File: src/hw/rtl/scbp_pkg.sv
// ----------------------------------------------------------------------------
// scbp_pkg
// Shared types and constants of the size-class block pool.
// ----------------------------------------------------------------------------
`default_nettype none

package scbp_pkg;

  localparam int NUM_CLASSES_DEF      = 4;
  localparam int BLOCKS_PER_CLASS_DEF = 32768;

  localparam int SIZE_REGS = 4;
  localparam int CLS_W     = 3;
  localparam int LEN_W     = 32;
  localparam int BLK_W     = 15;
  localparam int CNT_W     = 16;
  localparam int REG_IDX_W = 3;

  localparam logic [LEN_W-1:0] SIZE0_RST      = 32'(16 * 1024);
  localparam logic [LEN_W-1:0] SIZE1_RST      = 32'(64 * 1024);
  localparam logic [LEN_W-1:0] SIZE2_RST      = 32'(256 * 1024);
  localparam logic [LEN_W-1:0] SIZE3_RST      = 32'(1024 * 1024);
  localparam logic [CNT_W-1:0] MAX_BLOCKS_RST = 16'(1024 * 24);
  localparam logic [CNT_W-1:0] QUANTUM_RST    = 16'(128);
  localparam logic [CNT_W-1:0] INITIAL_RST    = 16'(0);

  typedef enum logic [REG_IDX_W-1:0] {
    REG_SIZE0          = 3'd0,
    REG_SIZE1          = 3'd1,
    REG_SIZE2          = 3'd2,
    REG_SIZE3          = 3'd3,
    REG_MAX_BLOCKS     = 3'd4,
    REG_GROW_QUANTUM   = 3'd5,
    REG_INITIAL_BLOCKS = 3'd6,
    REG_SMALLEST_ONLY  = 3'd7
  } scbp_reg_e;

  typedef enum logic {
    MODE_ALLOC = 1'b0,
    MODE_FREE  = 1'b1
  } scbp_mode_e;

  typedef enum logic {
    STATUS_OK  = 1'b0,
    STATUS_ERR = 1'b1
  } scbp_status_e;

  typedef struct packed {
    logic [SIZE_REGS-1:0][LEN_W-1:0] class_size;
    logic [CNT_W-1:0]                max_blocks;
    logic [CNT_W-1:0]                grow_quantum;
    logic [CNT_W-1:0]                initial_blocks;
    logic                            smallest_only;
  } scbp_cfg_t;

  typedef struct packed {
    logic              is_free;
    logic              found;
    logic [CLS_W-1:0]  cls;
    logic [LEN_W-1:0]  length;
    logic [BLK_W-1:0]  free_block;
  } scbp_cmd_t;

endpackage

`default_nettype wire

File: src/hw/rtl/scbp_front.sv
// ----------------------------------------------------------------------------
// scbp_front
// Accepts request beats, picks the first fitting class or checks a free.
// ----------------------------------------------------------------------------
`default_nettype none

module scbp_front #(
  parameter int NUM_CLASSES      = scbp_pkg::NUM_CLASSES_DEF,
  parameter int BLOCKS_PER_CLASS = scbp_pkg::BLOCKS_PER_CLASS_DEF
) (
  input  wire logic                         in_valid_i,
  output      logic                         in_ready_o,
  input  wire logic                         mode_i,
  input  wire logic [scbp_pkg::LEN_W-1:0]   length_i,
  input  wire logic [1:0]                   free_class_i,
  input  wire logic [scbp_pkg::BLK_W-1:0]   free_block_i,
  input  scbp_pkg::scbp_cfg_t               cfg_i,
  input  wire logic                         q_full_i,
  output      logic                         q_push_o,
  output scbp_pkg::scbp_cmd_t               cmd_o
);

  logic [NUM_CLASSES-1:0]           fits;
  logic                             any_fit;
  logic [scbp_pkg::CLS_W-1:0]       first_fit;
  logic                             free_ok;

  always_comb begin
    for (int c = 0; c < NUM_CLASSES; c++) begin
      if (c < scbp_pkg::SIZE_REGS) begin
        fits[c] = (length_i <= cfg_i.class_size[c % scbp_pkg::SIZE_REGS]);
      end else begin
        fits[c] = (length_i == '0);
      end
    end
  end

  always_comb begin
    any_fit   = 1'b0;
    first_fit = '0;
    for (int c = NUM_CLASSES - 1; c >= 0; c--) begin
      if (fits[c]) begin
        any_fit   = 1'b1;
        first_fit = scbp_pkg::CLS_W'(c);
      end
    end
  end

  assign free_ok = (32'(free_class_i) < 32'(NUM_CLASSES)) &&
                   (32'(free_block_i) < 32'(BLOCKS_PER_CLASS));

  always_comb begin
    cmd_o.is_free    = (mode_i == scbp_pkg::MODE_FREE);
    cmd_o.length     = length_i;
    cmd_o.free_block = free_block_i;
    if (mode_i == scbp_pkg::MODE_FREE) begin
      cmd_o.found = free_ok;
      cmd_o.cls   = scbp_pkg::CLS_W'(free_class_i);
    end else begin
      cmd_o.found = any_fit;
      cmd_o.cls   = first_fit;
    end
  end

  assign in_ready_o = !q_full_i;
  assign q_push_o   = in_valid_i && !q_full_i;

endmodule

`default_nettype wire

File: config.mk
export PLATFORM = sky130hd
export DESIGN_NAME = scbp_front
export DESIGN_NICKNAME = d
export VERILOG_FILES = /design/src/hw/rtl/scbp_pkg.sv /design/src/hw/rtl/scbp_front.sv
export SDC_FILE = /design/constraint.sdc
export NUM_CORES = 1
export LEC_CHECK = 0
export ABC_AREA = 1
export ABC_CLOCK_PERIOD_IN_PS = 1700
export BUFFER_PORTS_ARGS = -buffer_cell sky130_fd_sc_hd__buf_4
export CORE_ASPECT_RATIO = 0.75
export CORE_MARGIN = 10
export CORE_UTILIZATION = 39
export DETAILED_ROUTE_END_ITERATION = 12
export GPL_TIMING_DRIVEN = 0
export PLACE_DENSITY = 0.81
export SETUP_SLACK_MARGIN = 0.1
export SLEW_MARGIN = 25
export SYNTH_ARGS = -nofsm -noshare
export SYNTH_HDL_FRONTEND = slang
export SYNTH_SLANG_ARGS = --single-unit
File: constraint.sdc
create_clock -name vclk -period 1.7
set_input_delay 0.34 -clock vclk [all_inputs]
set_output_delay 0.34 -clock vclk [all_outputs]
set_load 0.005 [all_outputs]
* Word-level counts from Yosys, hierarchy flattened *
Cells that the tools add are included.

word-level totals
  register bits after elaboration = 0
  bits of input ports = 229
  output and inout port bits = 54
  logic and storage cells = 15

cells by class
  magnitude comparators = 4
  multiplexer cells = 9
  reductions and logical operators = 2

operators by type and width
  cell               count
  $le 32x32->1       4
  $mux 3             2
  $mux 1             4
  $mux 2             2
  $mux 4             1
  $logic_and 1x1->1  1
  $logic_not 1->1    1

* Logic depth before layout (Yosys ltp) *
  word-level depth = 6
  mapped depth = 18
  mapped depth without buffers = 18

* Least setup slack after synthesis *
Ideal clock, no wire load.

  kind = input to output
  start = in cfg_i[176] (netlist bit)
  end = out cmd_o[47] (netlist bit)
  arrival = 1.470 ns
  data required time = 1.360 ns
  slack = -0.110 ns
  stages = 12
  buffers on the path = 0
  path through = inv_1 ha_1 nand2_1 nor2_2 nand2_2 nor4_4 nand4_1 nand2_2 nand2_1 nand2_1 nand2_1 nand2_1

RTL lines
  element      RTL line          source
  from (decl)  scbp_front.sv:17  input scbp_pkg::scbp_cfg_t cfg_i,
  to (decl)    scbp_front.sv:20  output scbp_pkg::scbp_cmd_t cmd_o

==> metrics.json <==
{
  "outcome": {"value": "finished, violations left"},
  "violations": {"value": "negative setup slack"},
  "worst_setup_path_start_kind": {"value": "primary input"},
  "grt_max_degree": {"value": 6},
  "finalHoldViolCount": {"value": 0},
  "grt_util_overall": {"value": 16.6, "unit": "%"},
  "total_power": {"value": 0.00154, "unit": "W"},
  "worstHoldStart": {"value": "free_block_i[6]"},
  "ant_diodes": {"value": 0},
  "post-route-min-period": {"value": 2.25, "unit": "ns"},
  "synth-warning-count": {"value": 0},
  "fp.dieW": {"value": 135, "unit": "um"},
  "critical-path-max-stage-delay": {"value": 0.36, "unit": "ns"},
  "avgSynthCellArea": {"value": 6.35, "unit": "sq um"},
  "clock_power_share": {"value": 0, "unit": "%"},
  "kind_of_cell_adding_the_most_delay_to_the_critical_path": {"value": "simple AND/OR/NAND/NOR gates"},
  "critPathMostFrequentCell": {"value": "nand2_2"},
  "cellLeakagePower": {"value": 3.69, "unit": "nW"},
  "drive_gt1_share": {"value": 46.8, "unit": "%"},
  "total_vias_in_the_final_route": {"value": 4337},
  "rows": {"value": 31},
  "wl_per_cell": {"value": 13.9, "unit": "um"},
  "comb_power_share": {"value": 100.0, "unit": "%"},
  "yosysTopAreaCell": {"value": "ha_1"},
  "most-common-layout-cells": {"value": "buf_4, inv_1, nand2_1, ha_1, a21oi_1"},
  "synth.net_count": {"value": 962},
  "violation_count_after_the_first_detailed_route_iteration": {"value": 132},
  "dieArea": {"value": 14300, "unit": "sq um"},
  "postLayoutSetupSlackWorst": {"value": -0.555, "unit": "ns"},
  "setup_viol": {"value": 3},
  "worstPathArrival": {"value": 1.91, "unit": "ns"},
  "first_global_vias": {"value": 4236},
  "drtPass1Iterations": {"value": 6},
  "mappedNetlistArea": {"value": 3840, "unit": "sq um"},
  "timing.critical_path.cells": {"value": "buf_12 -> ha_4 -> nand2_4 -> nor2_4 -> nand2_2 -> nor4_4 -> nand2_1 -> nand2_1 -> nand2_2 -> inv_2 -> nand2_2 -> nand2_2 -> nand2_2 -> buf_6"},
  "fmaxAchievable": {"value": 0.443, "unit": "GHz"},
  "commonest_non_fill_non_tap_cell_in_the_layout": {"value": "buf_4"},
  "post_dp_cell_area": {"value": 5810, "unit": "sq um"},
  "drcViolationCount": {"value": 0},
  "total_global_routing_overflow": {"value": 0},
  "vias_per_cell": {"value": 4.53},
  "clockBufferCount": {"value": 0},
  "stdcell_area": {"value": 6340, "unit": "sq um"},
  "grt_setup_unrepaired": {"value": "true"},
  "dp_worst_setup_slack": {"value": -0.611, "unit": "ns"},
  "buffer_ports.inserted": {"value": 218},
  "ys_top_cells_by_area": {"value": "ha_1, inv_1, nand2_1, buf_4, a21oi_1"},
  "cp_max_fo": {"value": 5},
  "peak_supply_drop": {"value": 0.180, "unit": "mV"},
  "initial_utilization": {"value": 39.9, "unit": "%"},
  "dp_hpwl": {"value": 11.7, "unit": "mm"},
  "cp.buffers_inverters": {"value": 3},
  "postRouteWirelength": {"value": 13.3, "unit": "mm"},
  "final_min_period_over_clock_period": {"value": 133, "unit": "%"},
  "sw_frac_of_total": {"value": 46.2, "unit": "%"},
  "synth_seq_area_share": {"value": 0, "unit": "%"},
  "switchingPower": {"value": 0.000711, "unit": "W"},
  "final_max_slew_viol_count": {"value": 0},
  "netlist.area_leader.share": {"value": 41.7, "unit": "%"},
  "antenna_violations_before_repair": {"value": 0},
  "layout.cells.non_filler": {"value": 957},
  "detail-route-antenna-nets": {"value": 0},
  "core_area": {"value": 9620, "unit": "sq um"},
  "area_delta_synth_final": {"value": 65.0, "unit": "%"},
  "cap_violations": {"value": 0},
  "setup_tns": {"value": -1.65, "unit": "ns"},
  "fillers": {"value": 842},
  "ff_latch_area": {"value": 0, "unit": "sq um"},
  "cts_hold_buffers_added": {"value": 0},
  "crit_end_category": {"value": "output port"},
  "power_density": {"value": 243, "unit": "nW/um^2"},
  "syn-instance-count": {"value": 605},
  "grt_first_pass_wirelength": {"value": 20.1, "unit": "mm"},
  "design.final.nets": {"value": 1184},
  "globalplace.congestion": {"value": 0.839},
  "worstHoldPathType": {"value": "primary input to output port"},
  "cp_data_required_time": {"value": 1.36, "unit": "ns"},
  "cell_internal_pwr": {"value": 0.000828, "unit": "W"},
  "number_of_placed_cells_counting_well_taps": {"value": 955},
  "p_seq_share": {"value": 0, "unit": "%"},
  "num_io_pins": {"value": 283},
  "cp-startpoint": {"value": "length_i[29]"},
  "critPathKind": {"value": "primary input to output port"},
  "die-height": {"value": 106, "unit": "um"},
  "seq_cells": {"value": 0},
  "timing.critical_path.slowest_stage_cell": {"value": "nor4_4"},
  "yosysUniqueCellTypes": {"value": 23}
}
## layer usage
layer,up-vias,wire length (um),GRT usage [%]
li1,2325,-,-
met5,-,0,0
met4,0,77,0.388
met3,10,1150,5.08
met2,141,6580,30.6
met1,1861,5540,19.4
## stage by stage
stage	util [%]	hold slack [ns]
2_1_floorplan	-	0.707
3_3_place_gp	60.4	0.848
3_5_place_dp	60.4	0.849
4_1_cts	62.7	0.850
5_1_grt	65.9	0.852
6_report	65.9	0.848
## power groups by stage
stage	Combinational [W]	Clock, W	Sequential, W
floorplan	0.000735	0	0
global placement	0.00132	0	0
detailed placement	0.00135	0	0
CTS	0.00142	0	0
global route	0.00174	0	0
finish	0.00154	0	0
## worst paths after layout
kind  cells after the start        end  slack (ns)
max                      14  cmd_o[47]       -0.55
min                       2   cmd_o[6]        0.85
## layout make-up
class | count | area, sq um | share of cell area, %
Multi-Input combinational cell | 405 | 3530 | 55.7
Tap cell | 132 | 165 | 2.61
Buffer | 49 | 368 | 5.81
Inverter | 151 | 574 | 9.06
Timing Repair Buffer | 220 | 1700 | 26.9
## cell usage after synthesis, types with 4 or more instances
cell type,number
inv_1,150
ha_1,128
nand2_1,124
a21oi_1,63
buf_4,49
nor2_1,29
o21ai_0,14
nand4_1,9
o21a_1,7
nand3_1,6
nand2_2,4
nor2_2,4
nor3_1,4
## what timing repair did
action,4_1_cts,5_1_grt
setup buffers,0,2
resized for setup,40,55
pin swaps,15,33
setup endpoints to repair,3,3
## logic make-up after synthesis
family,count (synthesis),synth area share (%)
buf+inv,200,24.3
fa+ha+maj,128,41.7
compound gates,88,12.2
other cells,1,0.0977
simple gates,188,21.6
(Power assumes the default switching activity.)
