File: config.mk
export PLATFORM = sky130hd
export DESIGN_NAME = scbp_cfg_regs
export DESIGN_NICKNAME = d
export VERILOG_FILES = /design/src/hw/rtl/scbp_pkg.sv /design/src/hw/rtl/scbp_cfg_regs.sv
export SDC_FILE = /design/constraint.sdc
export NUM_CORES = 1
export LEC_CHECK = 0
export ABC_AREA = 1
export BUFFER_PORTS_ARGS = -buffer_cell sky130_fd_sc_hd__buf_4
export CAP_MARGIN = 20
export CORE_UTILIZATION = 50
export DETAILED_ROUTE_END_ITERATION = 7
export GPL_TIMING_DRIVEN = 0
export PLACE_DENSITY_LB_ADDON = 0.3
export SLEW_MARGIN = 0
export SYNTH_ARGS = -nofsm -noshare
export SYNTH_HDL_FRONTEND = slang
export SYNTH_SLANG_ARGS = --single-unit
File: constraint.sdc
create_clock -name clk_i -period 1.72 [get_ports clk_i]
set_input_delay 0.086 -clock clk_i [delete_from_list [all_inputs] [get_ports clk_i]]
set_output_delay 0.086 -clock clk_i [all_outputs]
set_load 0.005 [all_outputs]
File: src/hw/rtl/scbp_pkg.sv
// ----------------------------------------------------------------------------
// scbp_pkg
// Shared types and constants of the size-class block pool.
// ----------------------------------------------------------------------------
`default_nettype none

package scbp_pkg;

  localparam int NUM_CLASSES_DEF      = 4;
  localparam int BLOCKS_PER_CLASS_DEF = 32768;

  localparam int SIZE_REGS = 4;
  localparam int CLS_W     = 3;
  localparam int LEN_W     = 32;
  localparam int BLK_W     = 15;
  localparam int CNT_W     = 16;
  localparam int REG_IDX_W = 3;

  localparam logic [LEN_W-1:0] SIZE0_RST      = 32'(16 * 1024);
  localparam logic [LEN_W-1:0] SIZE1_RST      = 32'(64 * 1024);
  localparam logic [LEN_W-1:0] SIZE2_RST      = 32'(256 * 1024);
  localparam logic [LEN_W-1:0] SIZE3_RST      = 32'(1024 * 1024);
  localparam logic [CNT_W-1:0] MAX_BLOCKS_RST = 16'(1024 * 24);
  localparam logic [CNT_W-1:0] QUANTUM_RST    = 16'(128);
  localparam logic [CNT_W-1:0] INITIAL_RST    = 16'(0);

  typedef enum logic [REG_IDX_W-1:0] {
    REG_SIZE0          = 3'd0,
    REG_SIZE1          = 3'd1,
    REG_SIZE2          = 3'd2,
    REG_SIZE3          = 3'd3,
    REG_MAX_BLOCKS     = 3'd4,
    REG_GROW_QUANTUM   = 3'd5,
    REG_INITIAL_BLOCKS = 3'd6,
    REG_SMALLEST_ONLY  = 3'd7
  } scbp_reg_e;

  typedef enum logic {
    MODE_ALLOC = 1'b0,
    MODE_FREE  = 1'b1
  } scbp_mode_e;

  typedef enum logic {
    STATUS_OK  = 1'b0,
    STATUS_ERR = 1'b1
  } scbp_status_e;

  typedef struct packed {
    logic [SIZE_REGS-1:0][LEN_W-1:0] class_size;
    logic [CNT_W-1:0]                max_blocks;
    logic [CNT_W-1:0]                grow_quantum;
    logic [CNT_W-1:0]                initial_blocks;
    logic                            smallest_only;
  } scbp_cfg_t;

  typedef struct packed {
    logic              is_free;
    logic              found;
    logic [CLS_W-1:0]  cls;
    logic [LEN_W-1:0]  length;
    logic [BLK_W-1:0]  free_block;
  } scbp_cmd_t;

endpackage

`default_nettype wire

File: src/hw/rtl/scbp_cfg_regs.sv
// ----------------------------------------------------------------------------
// scbp_cfg_regs
// Configuration register file of the block pool, written through a plain port.
// ----------------------------------------------------------------------------
`default_nettype none

module scbp_cfg_regs (
  input  wire logic                               clk_i,
  input  wire logic                               rst_ni,
  input  wire logic                               cfg_we_i,
  input  wire logic [scbp_pkg::REG_IDX_W-1:0]     cfg_index_i,
  input  wire logic [scbp_pkg::LEN_W-1:0]         cfg_wdata_i,
  output scbp_pkg::scbp_cfg_t                     cfg_o
);

  scbp_pkg::scbp_cfg_t cfg_q;
  scbp_pkg::scbp_reg_e reg_idx;

  assign reg_idx = scbp_pkg::scbp_reg_e'(cfg_index_i);

  always_ff @(posedge clk_i or negedge rst_ni) begin
    if (!rst_ni) begin
      cfg_q.class_size[0]  <= scbp_pkg::SIZE0_RST;
      cfg_q.class_size[1]  <= scbp_pkg::SIZE1_RST;
      cfg_q.class_size[2]  <= scbp_pkg::SIZE2_RST;
      cfg_q.class_size[3]  <= scbp_pkg::SIZE3_RST;
      cfg_q.max_blocks     <= scbp_pkg::MAX_BLOCKS_RST;
      cfg_q.grow_quantum   <= scbp_pkg::QUANTUM_RST;
      cfg_q.initial_blocks <= scbp_pkg::INITIAL_RST;
      cfg_q.smallest_only  <= 1'b0;
    end else if (cfg_we_i) begin
      unique case (reg_idx) inside
        scbp_pkg::REG_SIZE0, scbp_pkg::REG_SIZE1,
        scbp_pkg::REG_SIZE2, scbp_pkg::REG_SIZE3: begin
          cfg_q.class_size[cfg_index_i[1:0]] <= cfg_wdata_i;
        end
        scbp_pkg::REG_MAX_BLOCKS: begin
          cfg_q.max_blocks <= cfg_wdata_i[scbp_pkg::CNT_W-1:0];
        end
        scbp_pkg::REG_GROW_QUANTUM: begin
          cfg_q.grow_quantum <= cfg_wdata_i[scbp_pkg::CNT_W-1:0];
        end
        scbp_pkg::REG_INITIAL_BLOCKS: begin
          cfg_q.initial_blocks <= cfg_wdata_i[scbp_pkg::CNT_W-1:0];
        end
        scbp_pkg::REG_SMALLEST_ONLY: begin
          cfg_q.smallest_only <= cfg_wdata_i[0];
        end
      endcase
    end
  end

  assign cfg_o = cfg_q;

endmodule

`default_nettype wire

After elaboration in Yosys (flattened, before gate mapping)
Index checks and enable logic that the tools add are counted.

Eq/ne operators: 7. Reductions and logical operators: 8. Mux-type cells: 3. Order comparisons: 2.

Operator list (number): 128-bit bitwise mux (1); 32-bit demux with 2-bit select (1); 32-bit 2-to-1 mux (1); 3-bit == test (second input constant) (4); 2-bit AND reduction (5); 3-bit by 2-bit == test with 1-bit output (second input constant) (2); 4-bit OR reduction (1); 3-bit by 1-bit == test with 1-bit output (second input constant) (1); 3-bit zero test (1); 2-bit by 3-bit less-than comparator with 1-bit output (second input constant) (1); 2-bit by 1-bit >= comparator with 1-bit output (second input constant) (1); 1-bit logical AND (1).

Logic and storage cells: 28. Output and inout bits: 177. Bits in registers: 177.

Logic depth before layout (Yosys ltp)
Depth after elaboration: 5. Gate-level depth with buffers: 6. Mapped depth without buffers: 5.

Least setup slack after synthesis
Ideal clock, no wire load.

Path type: input-to-reg. Start: in cfg_we_i. End: reg cfg_q, in the netlist cfg_o[100]. Required time: 1654 ps. Arrival time: 801 ps. Stages: 6. Library setup time: 66 ps. Slack: 853 ps. Path through: inv_1 -> nor2_4 -> buf_2 -> buf_2 -> nand3_1 -> nand2_1.

Longest elaborated chain between the ends: 1.

RTL lines: start: declaration (RTL line scbp_cfg_regs.sv:10) `input wire logic cfg_we_i,`; 2-bit AND reduction (no line); end: declaration (RTL line scbp_cfg_regs.sv:16) `scbp_pkg::scbp_cfg_t cfg_q;`.

No other way between the ends. A chain may end at the register's enable or synchronous reset.

Worst setup path after layout
Start: reg cfg_q, in the netlist cfg_o[47]. End: out cfg_o[47] (netlist bit).

RTL lines: end: declaration (RTL line scbp_cfg_regs.sv:13) `output scbp_pkg::scbp_cfg_t cfg_o`.

No word-level cell between the ends.

==> summary.txt <==
Synthesis
  – Syn Inst Count: 778
  – Post-synth top area cell: dfrtp_1
  – Mapped Area: 0.006925 mm^2
  – FFs w/ async S/R, synth: 100.0%
  – Seq/Total Area, Yosys: 64.08%
  – Most area-consuming cells after synthesis: dfrtp_1, nand2_1, nand3_1
  – Syn_nets: 816
  – Commonest cells post-synth: nand2_1, dfrtp_1, nand3_1, clkbuf_1, buf_2
  – Syn Area/Cell: 8.902 um^2
  – FF+latch count, synth: 177
  – Area share of the leading cell type in the synthesized netlist: 61.43%
  – Synth Flop Type: dfrtp_1
  – YS warnings: 0
  – Post-synth EDFFs: 0
  – Netlist cell types: 14
  – Cell with the most instances after synthesis: nand2_1

Clocking
  – CTS Buf Count: 17
  – # hold bufs at CTS: 32
  – CTS root buffer: clkbuf_16
  – CTS clk-pin slew, worst paths: 60 ps
  – Clk buf depth: 2
  – Post-CTS setup buffer count: 0
  – PostCTS Resize Cnt: 0
  – Clk sink count: 177
  – Clock Latency Late Sink: 420 ps
  – CTS tree: built
  – H-tree depth: 4

Placed design
  – HPWL after DPL: 14.24 mm
  – Gpl congestion: 0.8068
  – Number of I/O port buffers: 213

Setup path
  – Crit-path cells: buf_4
  – R2R Path End: cfg_o[47]
  – Worst reg2reg path depth: 2
  – Crit path max-delay family: flip-flops
  – Worst setup endpoint: cfg_o[47]
  – CP max stage cell: dfstp_2
  – Critical path class: reg2out
  – CP max stage delay: 540 ps
  – Nature of the critical path endpoint: primary output
  – Critical Path Start Type: flip-flop
  – WP depth: 1
  – Crit path max fanout: 2
  – Data arrival, critical path: 1070 ps
  – Worst r2r src: cfg_o[47]
  – Crit. Startpoint: cfg_o[47]
  – Worst Path Buf+Inv: 1
  – Req. time, crit path: 1630 ps
  – R2R setup slack: 990 ps

STA
  – Fmax: 867.0 MHz
  – Rel. slew slack: 55.27%
  – Fin crit period: 1153 ps
  – Setup violators final: 0
  – RSZ-0062 raised after global routing: no
  – Final hold violation count: 0
  – Clk_skew: 0 ps
  – Fin. max-slew vios: 0
  – Worst-margin pin slew: 671.0 ps
  – Fin Setup TNS: 0 ps
  – Final period util: 67.06%

Worst hold path
  – Min-Delay Path Class: in2reg

Routing
  – DR pass1 iterations: 5
  – Routed len/inst: 17.38 um
  – DR iter-0 viols: 567
  – WL met2: 10.13 mm
  – Drt total wl: 21.41 mm
  – Via/cell ratio: 5.320
  – Post-DRT Antenna Nets: 0
  – Met1 wire length: 8.831 mm
  – DR WL met3: 1.774 mm
  – Post-route DRC: 0
  – Highest Signal Layer: met4
  – Via count: 6554

Cells and area
  – Fillers: 1031
  – Share of layout cells above drive strength 1: 26.33%
  – Antenna Cells: 0
  – Max reg flops: 177
  – FF/Latch Area: 0.004438 mm^2
  – Nets: 1081
  – Area of the multi-input gates: 0.002247 mm^2
  – Area growth from synthesis to layout: 40.58%

Power and ir drop
  – Power, Total: 12.13 mW
  – Pwr per Cell Area: 1246 mW/mm^2
  – LEAKAGE: 5.391 nW
  – Maximum vdd drop: 0.7606 mV

GRT
  – Vias in the first global route: 6247
  – Total grt overflow: 0
  – Global-route wire length before repair: 33.80 mm
  – Antenna violations before repair: 0
  – Maximum number of pins on one net before global-route repair: 91
  – Total Routing Usage GR: 31.25%

Floorplan
  – Num rows: 42
  – Initial core utilization: 51.68%
  – Core area: 0.01340 mm^2
  – Die height: 119.7 um
  – IO Pins: 215
  – DIE AREA: 0.01433 mm^2
  – Die Wd: 119.7 um

Flow run
  – MaxCap Viol Count: 0

Outcome
  – Status: complete, no violations
-- layout make-up --
class / count / share of cell area [%]
sequential: 177 / 45.59
multi-input combinational: 546 / 23.08
timing repair buffer: 246 / 20.07
clock buffer: 24 / 5.256
tap: 176 / 2.262
buffer: 49 / 2.236
clock inverter: 8 / 1.272
inverter: 6 / 0.2313
-- where the power goes --
part	internal (mW)	total, mW	leakage [nW]	switching (mW)
clock network	2.52	4.11	0.308	1.59
registers	4.97	5.45	2.21	0.485
logic	1.36	2.57	2.87	1.20
total	8.85	12.1	5.39	3.28
-- cell families (layout without fill, tap and decap cells) --
| group | after synthesis | after routing | synth area share, % |
|---|---|---|---|
| flip-flops | 177 | 177 | 64.08 |
| buffers and inverters | 55 | 333 | 3.469 |
| AO/OA/AOI/OAI | 1 | 1 | 0.07220 |
| AND/OR/NAND/NOR | 545 | 545 | 32.38 |
-- worst min-delay path, cell delays in order --
cell and delay [ps]:
buf_4 120, nand2_1 90, o21ai_0 80, nand2_1 50
-- per-layer routing --
metal,track usage [%],vias to the layer above
met4,13.20,0
met3,7.414,50
met1,40.87,3184
met5,0,-
li1,-,2995
met2,50.04,325
-- stage by stage --
step           util, %  setup slack [ps]  cell area, um^2  hold slack, ps  cells
2_1_floorplan        -             853.4             6925          -209.6    778
3_3_place_gp     65.26            -480.8             8745           313.8   1167
3_5_place_dp     65.52             381.6             8780           132.1   1168
4_1_cts          72.65             553.8             9736           16.04   1232
5_1_grt          72.65             430.2             9736           52.87   1232
6_report         72.65             566.6             9736           36.39   1232
-- how the worst min path moves through the flow --
stage	startpoint	to	slack [ps]	cells past startpoint
3_5_place_dp	rst_ni	cfg_o[11]	130	1
4_1_cts	cfg_we_i	cfg_o[0]	20	4
2_1_floorplan	rst_ni	cfg_o[0]	-210	0
5_1_grt	cfg_we_i	cfg_o[0]	50	4
6_report	cfg_we_i	cfg_o[0]	40	4
3_3_place_gp	cfg_wdata_i[29]	cfg_o[174]	310	3
-- cells in the final DEF (no fill, tap or decap), types with 6 or more instances in the layout --
cell type        n
dfstp_2          7
clkbuf_16       17
dlygate4sd3_1   32
clkbuf_1        30
nand3_1        145
buf_2           15
dfrtp_1        170
buf_4          216
clkbuf_8         6
nand2_1        395
No activity file was read; power rests on OpenSTA's default activity.
