### src/hw/rtl/scbp_pkg.sv
// ----------------------------------------------------------------------------
// scbp_pkg
// Shared types and constants of the size-class block pool.
// ----------------------------------------------------------------------------
`default_nettype none

package scbp_pkg;

  localparam int NUM_CLASSES_DEF      = 4;
  localparam int BLOCKS_PER_CLASS_DEF = 32768;

  localparam int SIZE_REGS = 4;
  localparam int CLS_W     = 3;
  localparam int LEN_W     = 32;
  localparam int BLK_W     = 15;
  localparam int CNT_W     = 16;
  localparam int REG_IDX_W = 3;

  localparam logic [LEN_W-1:0] SIZE0_RST      = 32'(16 * 1024);
  localparam logic [LEN_W-1:0] SIZE1_RST      = 32'(64 * 1024);
  localparam logic [LEN_W-1:0] SIZE2_RST      = 32'(256 * 1024);
  localparam logic [LEN_W-1:0] SIZE3_RST      = 32'(1024 * 1024);
  localparam logic [CNT_W-1:0] MAX_BLOCKS_RST = 16'(1024 * 24);
  localparam logic [CNT_W-1:0] QUANTUM_RST    = 16'(128);
  localparam logic [CNT_W-1:0] INITIAL_RST    = 16'(0);

  typedef enum logic [REG_IDX_W-1:0] {
    REG_SIZE0          = 3'd0,
    REG_SIZE1          = 3'd1,
    REG_SIZE2          = 3'd2,
    REG_SIZE3          = 3'd3,
    REG_MAX_BLOCKS     = 3'd4,
    REG_GROW_QUANTUM   = 3'd5,
    REG_INITIAL_BLOCKS = 3'd6,
    REG_SMALLEST_ONLY  = 3'd7
  } scbp_reg_e;

  typedef enum logic {
    MODE_ALLOC = 1'b0,
    MODE_FREE  = 1'b1
  } scbp_mode_e;

  typedef enum logic {
    STATUS_OK  = 1'b0,
    STATUS_ERR = 1'b1
  } scbp_status_e;

  typedef struct packed {
    logic [SIZE_REGS-1:0][LEN_W-1:0] class_size;
    logic [CNT_W-1:0]                max_blocks;
    logic [CNT_W-1:0]                grow_quantum;
    logic [CNT_W-1:0]                initial_blocks;
    logic                            smallest_only;
  } scbp_cfg_t;

  typedef struct packed {
    logic              is_free;
    logic              found;
    logic [CLS_W-1:0]  cls;
    logic [LEN_W-1:0]  length;
    logic [BLK_W-1:0]  free_block;
  } scbp_cmd_t;

endpackage

`default_nettype wire

### src/hw/rtl/scbp_cmd_fifo.sv
// ----------------------------------------------------------------------------
// scbp_cmd_fifo
// Two-entry command queue between the front and the back.
// ----------------------------------------------------------------------------
`default_nettype none

module scbp_cmd_fifo (
  input  wire logic          clk_i,
  input  wire logic          rst_ni,
  input  wire logic          push_i,
  input  scbp_pkg::scbp_cmd_t push_data_i,
  output      logic          full_o,
  input  wire logic          pop_i,
  output      logic          valid_o,
  output scbp_pkg::scbp_cmd_t pop_data_o
);

  scbp_pkg::scbp_cmd_t entry_q [2];
  logic                wptr_q;
  logic                rptr_q;
  logic [1:0]          cnt_q;

  always_ff @(posedge clk_i or negedge rst_ni) begin
    if (!rst_ni) begin
      wptr_q <= 1'b0;
      rptr_q <= 1'b0;
      cnt_q  <= 2'd0;
    end else begin
      if (push_i) begin
        entry_q[wptr_q] <= push_data_i;
        wptr_q          <= !wptr_q;
      end
      if (pop_i) begin
        rptr_q <= !rptr_q;
      end
      if (push_i && !pop_i) begin
        cnt_q <= cnt_q + 2'd1;
      end else if (pop_i && !push_i) begin
        cnt_q <= cnt_q - 2'd1;
      end
    end
  end

  assign full_o     = (cnt_q == 2'd2);
  assign valid_o    = (cnt_q != 2'd0);
  assign pop_data_o = entry_q[rptr_q];

endmodule

`default_nettype wire

### config.mk
export PLATFORM = sky130hd
export DESIGN_NAME = scbp_cmd_fifo
export DESIGN_NICKNAME = d
export VERILOG_FILES = /design/src/hw/rtl/scbp_pkg.sv /design/src/hw/rtl/scbp_cmd_fifo.sv
export SDC_FILE = /design/constraint.sdc
export NUM_CORES = 1
export LEC_CHECK = 0
export ABC_AREA = 1
export BUFFER_PORTS_ARGS = -buffer_cell sky130_fd_sc_hd__buf_2
export CAP_MARGIN = 20
export CELL_PAD_IN_SITES_DETAIL_PLACEMENT = 1
export CELL_PAD_IN_SITES_GLOBAL_PLACEMENT = 1
export CORE_UTILIZATION = 37
export DETAILED_ROUTE_END_ITERATION = 12
export PLACE_DENSITY = 0.72
export SETUP_SLACK_MARGIN = 0.15
export SYNTH_ARGS = -nofsm -noshare
export SYNTH_HDL_FRONTEND = slang
export SYNTH_SLANG_ARGS = --single-unit
### constraint.sdc
create_clock -name clk_i -period 5.94 [get_ports clk_i]
set_input_delay 0.891 -clock clk_i [delete_from_list [all_inputs] [get_ports clk_i]]
set_output_delay 0.891 -clock clk_i [all_outputs]
set_load 0.02 [all_outputs]
# == Yosys cells after proc, flatten, opt, wreduce, memory -nomap -nowiden ==
# Memory sizes are Yosys's and may differ from the RTL's.
# Cells that the tools add are included.
# totals
ff_bits,4
elab_cells,20
mem_count,1
ram_bits,104
# memory_table
name,depth,width,rd,rd_clocked_by_memory_dff,write_ports,line_no,rtl
entry_q,2,52,1,0,1,scbp_cmd_fifo.sv:18,scbp_pkg::scbp_cmd_t entry_q [2];
# classes
n_eq_ne,1
n_reduce_logical,9
muxes,4
n_addsub,2
# ops
op,count
$logic_not A1 Y1,4
$mux W2,2
$reduce_bool A2 Y1,2
$logic_and A1 B1 Y1,3
$add A2 B1 Y2 const B,1
$eq A2 B2 Y1 const B,1
$mux W1,2
$sub A2 B1 Y2 const B,1

# == Longest topological paths before layout ==
# Gate-level depths: netlist of run 1.
# depth
ltp_word,4
ltp_mapped,7
ltp_nobuf,7

# == Worst setup path before layout of run 1 ==
# OpenSTA, ideal clock, no wires.
# synth_path
kind,in2reg
startpoint,input port push_i
endpoint,"memory entry_q[0][0] (netlist name), enable pin"
arrival_time_ns,3.141
setup_time_ns,0.462
required_ns,5.478
n_path_buf,0
stages,2
path_slack_ns,2.337
cell_sequence,nand2_1 -> nor2_1
# synth_via
elab_chain_len,3
# synth_rtl
element,line_no,rtl
start: declaration,scbp_cmd_fifo.sv:10,"input wire logic push_i,"
$mux W1,scbp_cmd_fifo.sv:29,if (push_i) begin
$logic_and A1 B1 Y1 (not written as such),scbp_cmd_fifo.sv:30,entry_q[wptr_q] <= push_data_i;
$mux W1 (not written as such),scbp_cmd_fifo.sv:30,
end: declaration,scbp_cmd_fifo.sv:18,
# Every way passes these cells.

==> results of run 1 <==
[cells in the final DEF (no fill, tap or decap), drive strengths merged]
cell	instances
nand3	1
xnor2	1
clkinvlp	1
buf	111
dfrtp	4
clkinv	1
edfxtp	104
diode	1
nor2	3
nand4	1
nand2	6
xor2	2
clkbuf	14
mux2	52
ha	1
inv	6
[cell families (layout without fill, tap and decap cells)]
group / count (synthesis) / count (layout) / synth area share
xor+xnor: 3 / 3 / 0.00624
fa+ha+maj: 1 / 1 / 0.00297
buf+inv: 12 / 133 / 0.0318
flops: 108 / 108 / 0.766
mux: 52 / 52 / 0.183
other cells: 0 / 1 / 0
simple gates: 11 / 11 / 0.0107
[stage by stage]
stage / power, mW / cell area, µm² / hold slack, ns / setup WS (ns)
after floorplan: 1.62 / 4210 / 0.442 / 2.34
after global placement: 1.74 / 4850 / 0.474 / 3.28
after detailed placement: 1.76 / 4850 / 0.489 / 3.22
after CTS: 2.28 / 5110 / 0.349 / 2.96
after global routing: 2.35 / 5110 / 0.349 / 2.91
final: 2.24 / 5110 / 0.356 / 3.02
[registers in the layout, summed over array words and instances, names as in the netlist]
register	cells
cnt_q	2
entry_q	104
rptr_q	1
wptr_q	1
[layer usage]
metal,routed length (µm),global-route usage,up-vias
li1,-,-,954
met1,2770,0.137,1031
met4,118,0.0666,0
met3,402,0.0353,10
met5,0,0,-
met2,3780,0.220,66
[how the worst max path moves through the flow]
stage,from,to,slack [ns],depth (start not counted)
final,rptr_q$_DFFE_PN0P_,pop_data_o[44],3.02,2
after global routing,rptr_q$_DFFE_PN0P_,pop_data_o[44],2.91,2
after CTS,rptr_q$_DFFE_PN0P_,pop_data_o[44],2.96,2
after detailed placement,rst_ni,entry_q[0][13]$_DFFE_PP_,3.22,4
after global placement,rst_ni,entry_q[1][6]$_DFFE_PP_,3.28,4
after floorplan,push_i,entry_q[0][0]$_DFFE_PP_,2.34,2
[synth_stat cells]
cell / count / area, µm²
dfrtp_1: 4 / 100
nand4_1: 1 / 6.26
xnor2_1: 1 / 8.76
edfxtp_1: 104 / 3120
mux2_2: 3 / 33.8
xor2_1: 2 / 17.5
buf_6: 1 / 11.3
buf_12: 5 / 100
nand3_1: 1 / 5.00
nor2_1: 3 / 11.3
nand2_1: 6 / 22.5
inv_1: 6 / 22.5
ha_1: 1 / 12.5
mux2_4: 49 / 736
[power by group through the flow]
stage	Combinational (mW)	Sequential (mW)	Clock, mW
2_1_floorplan	0.636	0.979	0
3_3_place_gp	0.659	1.08	0
3_5_place_dp	0.668	1.09	0
4_1_cts	0.669	1.07	0.542
5_1_grt	0.703	1.08	0.565
6_report	0.655	1.06	0.525
[final cells by class]
type                       count  share of cell area
sequential                   108               0.631
multi-input combinational     67               0.170
timing repair buffer         111               0.110
clock buffer                  14              0.0477
tap                          140              0.0343
inverter                       6             0.00441
clock inverter                 2             0.00220
antenna                        1            0.000490
==> impl_metrics.toml, run 1 <==
[run_status]
status = "completed"

[layout]
layout-drive-gt1-share = 0.571
area.growth.synth_to_final_pct = 21.4
multiInputGateArea_um2 = 868
fin_nets = 360
fillers = 1064
final_cells = 449
final_util = 0.465
seq_area_um2 = 3230

[sta]
setup_viol = 0
finalHoldViolCount = 0
setup_tns_ns = 0
rsz0062_at_grt = "no"
post-route-period-util = 0.492
period_minus_slack_ns = 2.92
tightestPinTransition_ns = 0.999
slew_headroom = 0.334
clock-skew-final_ns = 0.00581
slew_viol_final = 0
fmax_mhz = 342

[yosys]
synth_fp_nets = 244
yosys_warnings = 0
synth_area_um2 = 4210
ys_types = 14
netlist_instances = 187
avgSynthCellArea_um2 = 22.5
ys_ff_latch = 108
ys_seq_area_frac = 0.766

[routing]
ant_nets = 0
vias_per_cell = 4.59
drtIter0Drc = 91
drcViolationCount = 0
first_pass_iters = 4
avgRoutedWirePerCell_um = 15.8
vias = 2061
wirelength_um = 7080

[clocking]
h-tree-depth = 3
ctsResizeCount = 0
clkLatencyLatePin_ns = 0.34
clock_sinks = 108
clock-root-buffer = "clkbuf_16"
cts_hold_buf = 0
post_cts_buffers = 0
cts_made_buffers = 9
cts_buffer_depth = 2
cts_tree = "built"
path_clk_slew_ns = 0.06

[run]
maxCapViolations = 0

[worst_setup_path]
critPathSlowestCell = "dfrtp_4"
cpPeakStageDelay_ns = 1.06
crit_type = "flip-flop to output pin"
required_ns = 5.05
critPathTopFamily = "flip-flops"
r2r-end = "entry_q[1][26]$_DFFE_PP_"
path_max_fanout = 53
cp-start-kind = "flip-flop"
cp_cell_sequence = "mux2_2, buf_2"
reg2regPathDepth = 3
critPathArrivalTime_ns = 2.03
r2r-start = "wptr_q$_DFFE_PN0P_"
reg2reg_slack_ns = 4.00
critPathCaptureType = "output pin"
critPathBufInv = 1

[global_route]
antenna_found_initial = 1
grt_pass1_vias = 2124
grt_use_total = 0.125
grt_pass1_wl_um = 10600
grt-ovfl-total = 0
grt_max_degree = 54

[placement]
gp_congestion = 0.631
hpwlAfterDp_um = 4830
port_buffers = 109
dp_cells = 432

[power_and_ir_drop]
p_int_mw = 1.56
p_leak_nw = 2.05
p_sw_frac = 0.304
p_switching_mw = 0.683
ir_worst_vdd_mv = 0.405
pwr-share-comb = 0.292
powerDensity_nw_per_um2 = 439
clkPwrFrac = 0.234
p_seq_frac = 0.474

[floorplanning]
coreArea_um2 = 11000
row_count = 38
die_w_um = 109
die_area_um2 = 11800
die_h_um = 109
ios = 110
start_util = 0.383

[hold_path]
hp-class = "input port to async pin"
No activity file was read; power rests on OpenSTA's default activity.
==> run 2: changes to the inputs <==
--- a/config.mk
+++ b/config.mk
@@ -5,7 +5,7 @@
 export SDC_FILE = /design/constraint.sdc
 export NUM_CORES = 1
 export LEC_CHECK = 0
-export ABC_AREA = 1
+export ABC_AREA = 0
 export BUFFER_PORTS_ARGS = -buffer_cell sky130_fd_sc_hd__buf_2
 export CAP_MARGIN = 20
 export CELL_PAD_IN_SITES_DETAIL_PLACEMENT = 1
==> constraint.sdc (replaced) <==
create_clock -name clk_i -period 3.05 [get_ports clk_i]
set_input_delay 0.4575 -clock clk_i [delete_from_list [all_inputs] [get_ports clk_i]]
set_output_delay 0.4575 -clock clk_i [all_outputs]
set_load 0.02 [all_outputs]
==> run 2 against run 1 <==
Net effect:
- clock skew decreased by 0.0022 ns
- total power increased by 100%
- sequential power increased by 86%
- flip-flop and latch count unchanged
- wire length decreased by 2.9%
- synthesized area decreased by 0.39%
- global-route usage decreased by 0.42 points
- hold slack got worse by 0.053 ns
- via count decreased by 2.9%
- die area decreased by 0.39%
- synthesized cell count decreased by 4.3%
- largest cell class unchanged
==> impl_metrics.toml, run 2 <==
[sta]
post-route-period-util = 0.776
slew_viol_final = 0
setup_tns_ns = 0
tightestPinTransition_ns = 0.594
whs_ns = 0.303
slew_headroom = 0.604
fmax_mhz = 422
clock-skew-final_ns = 0.00359
period_minus_slack_ns = 2.37
setup_viol = 0
rsz0062_at_grt = "no"
finalHoldViolCount = 0

[layout]
fillers = 1057
mostFrequentLayoutCells = "buf_2, edfxtp_1, mux2_4, clkbuf_16"
final_util = 0.474
largest_register = "entry_q"
multiInputGateArea_um2 = 865
n_antenna_cell = 0
final_common_cell = "buf_2"
seq_area_um2 = 3230
largest_register_ffs = 104
top_regs = "entry_q: 104 flops, cnt_q: 2 flops"
fin_nets = 355
area.growth.synth_to_final_pct = 23.6
layout-drive-gt1-share = 0.611

[clocking]
path_clk_slew_ns = 0.07
clock_sinks = 108
cts_made_buffers = 9
h-tree-depth = 3
clock-root-buffer = "clkbuf_16"
cts_tree = "built"
cts_buffer_depth = 2
clkLatencyLatePin_ns = 0.34

[yosys]
synthTopCellsByCount = "edfxtp_1, mux2_4, buf_12"
synthFlopType = "edfxtp_1"
synth_edf_count = 104
ys_ff_latch = 108
synth.most_common_cell = "edfxtp_1"
synth_largest_area_cell = "edfxtp_1"
synth_top_area_frac = 0.745
netlist_instances = 179
synthTopCellsByArea = "edfxtp_1, mux2_4, buf_12, dfrtp_1, xor2_1"
ys_seq_area_frac = 0.768
async_reset_ff_frac = 0.0370
synth_fp_nets = 236
synth_area_um2 = 4190
avgSynthCellArea_um2 = 23.4
yosys_warnings = 0
ys_types = 15

[worst_setup_path]
r2r-start = "wptr_q$_DFFE_PN0P_"
critPathSlowestCell = "dfrtp_4"
crit_path_start = "rptr_q$_DFFE_PN0P_"
required_ns = 2.59
path_max_fanout = 29
critPathCaptureType = "output pin"
r2r-end = "entry_q[1][39]$_DFFE_PP_"
cp_cell_sequence = "buf_12, mux2_2, buf_2"
cp-start-kind = "flip-flop"
reg2regPathDepth = 2
critPathBufInv = 2
crit_type = "flip-flop to output pin"
critPathTopFamily = "flip-flops"
critPathArrivalTime_ns = 1.91
cpPeakStageDelay_ns = 0.72
crit_end = "pop_data_o[44]"
crit_cells = 3
reg2reg_slack_ns = 1.41

[floorplanning]
die_area_um2 = 11800
start_util = 0.384
ios = 110
row_count = 38
die_h_um = 108
coreArea_um2 = 10900
die_w_um = 108

[run_status]
status = "completed"

[placement]
hpwlAfterDp_um = 4650
port_buffers = 109
gp_congestion = 0.624

[global_route]
grt_pass1_wl_um = 10200
antenna_found_initial = 0
grt_pass1_vias = 2090
grt_max_degree = 31
grt-ovfl-total = 0
grt_use_total = 0.121

[routing]
wirelength_um = 6870
vias = 2001
avgRoutedWirePerCell_um = 15.5
vias_per_cell = 4.52
ant_nets = 0
drtIter0Drc = 51
first_pass_iters = 3
drcViolationCount = 0

[power_and_ir_drop]
powerDensity_nw_per_um2 = 869
ir_worst_vdd_mv = 0.312
p_leak_nw = 2.06

[run]
maxCapViolations = 0

[hold_path]
hp-class = "input port to flip-flop"
## run 2: where the power goes
| part | internal [mW] | leakage, nW | switching (mW) |
|---|---|---|---|
| registers | 1.83 | 1.00 | 0.143 |
| clock network | 0.639 | 0.134 | 0.514 |
| logic | 0.679 | 0.926 | 0.702 |
## run 2: cell families (layout without fill, tap and decap cells)
group         count (synthesis)  count (layout)  share of synthesized area
xor+xnor                      5               5                     0.0104
simple gates                  6               6                    0.00716
buf+inv                       7             131                     0.0274
flops                       108             108                      0.768
fa+ha+maj                     1               1                    0.00298
mux                          52              52                      0.183
## run 2: how the worst min path moves through the flow
stage / from / cells after the start / to
floorplan: rst_ni / 0 / cnt_q[0]$_DFFE_PN0P_
global placement: rst_ni / 1 / rptr_q$_DFFE_PN0P_
CTS: push_data_i[8] / 1 / entry_q[0][8]$_DFFE_PP_
global route: push_data_i[8] / 1 / entry_q[1][8]$_DFFE_PP_
detailed placement: rst_ni / 1 / rptr_q$_DFFE_PN0P_
finish: push_data_i[4] / 1 / entry_q[0][4]$_DFFE_PP_
## run 2: per-stage QoR
stage | cell area (µm²) | instances | power (mW) | setup slack (ns)
2_1_floorplan | 4200 | 179 | 3.14 | 0.777
6_report | 5180 | 443 | 4.51 | 0.682
3_5_place_dp | 4870 | 426 | 3.41 | 1.03
4_1_cts | 5180 | 443 | 4.57 | 0.646
5_1_grt | 5180 | 443 | 4.70 | 0.614
3_3_place_gp | 4870 | 426 | 3.39 | 1.03
## run 2: layer usage
layer / vias to the layer above / global-route usage / share of wire
met5: - / 0 / 0
met4: 0 / 0.0724 / 0.018
met3: 11 / 0.0332 / 0.060
met2: 65 / 0.206 / 0.51
met1: 989 / 0.135 / 0.41
li1: 936 / - / -
## run 2: timing repair
item / CTS / global route
setup buffers: 0 / 0
endpoints found under the hold margin: 4 / 0
hold buffers: 1 / 0
gates resized for setup: 0 / 0
## run 2: cell type report
class / count / share of cell area
clock inverter: 7 / 0.0150
timing repair buffer: 114 / 0.118
inverter: 1 / 0.000724
clock buffer: 9 / 0.0434
tap: 140 / 0.0338
multi-input combinational: 64 / 0.167
sequential: 108 / 0.622
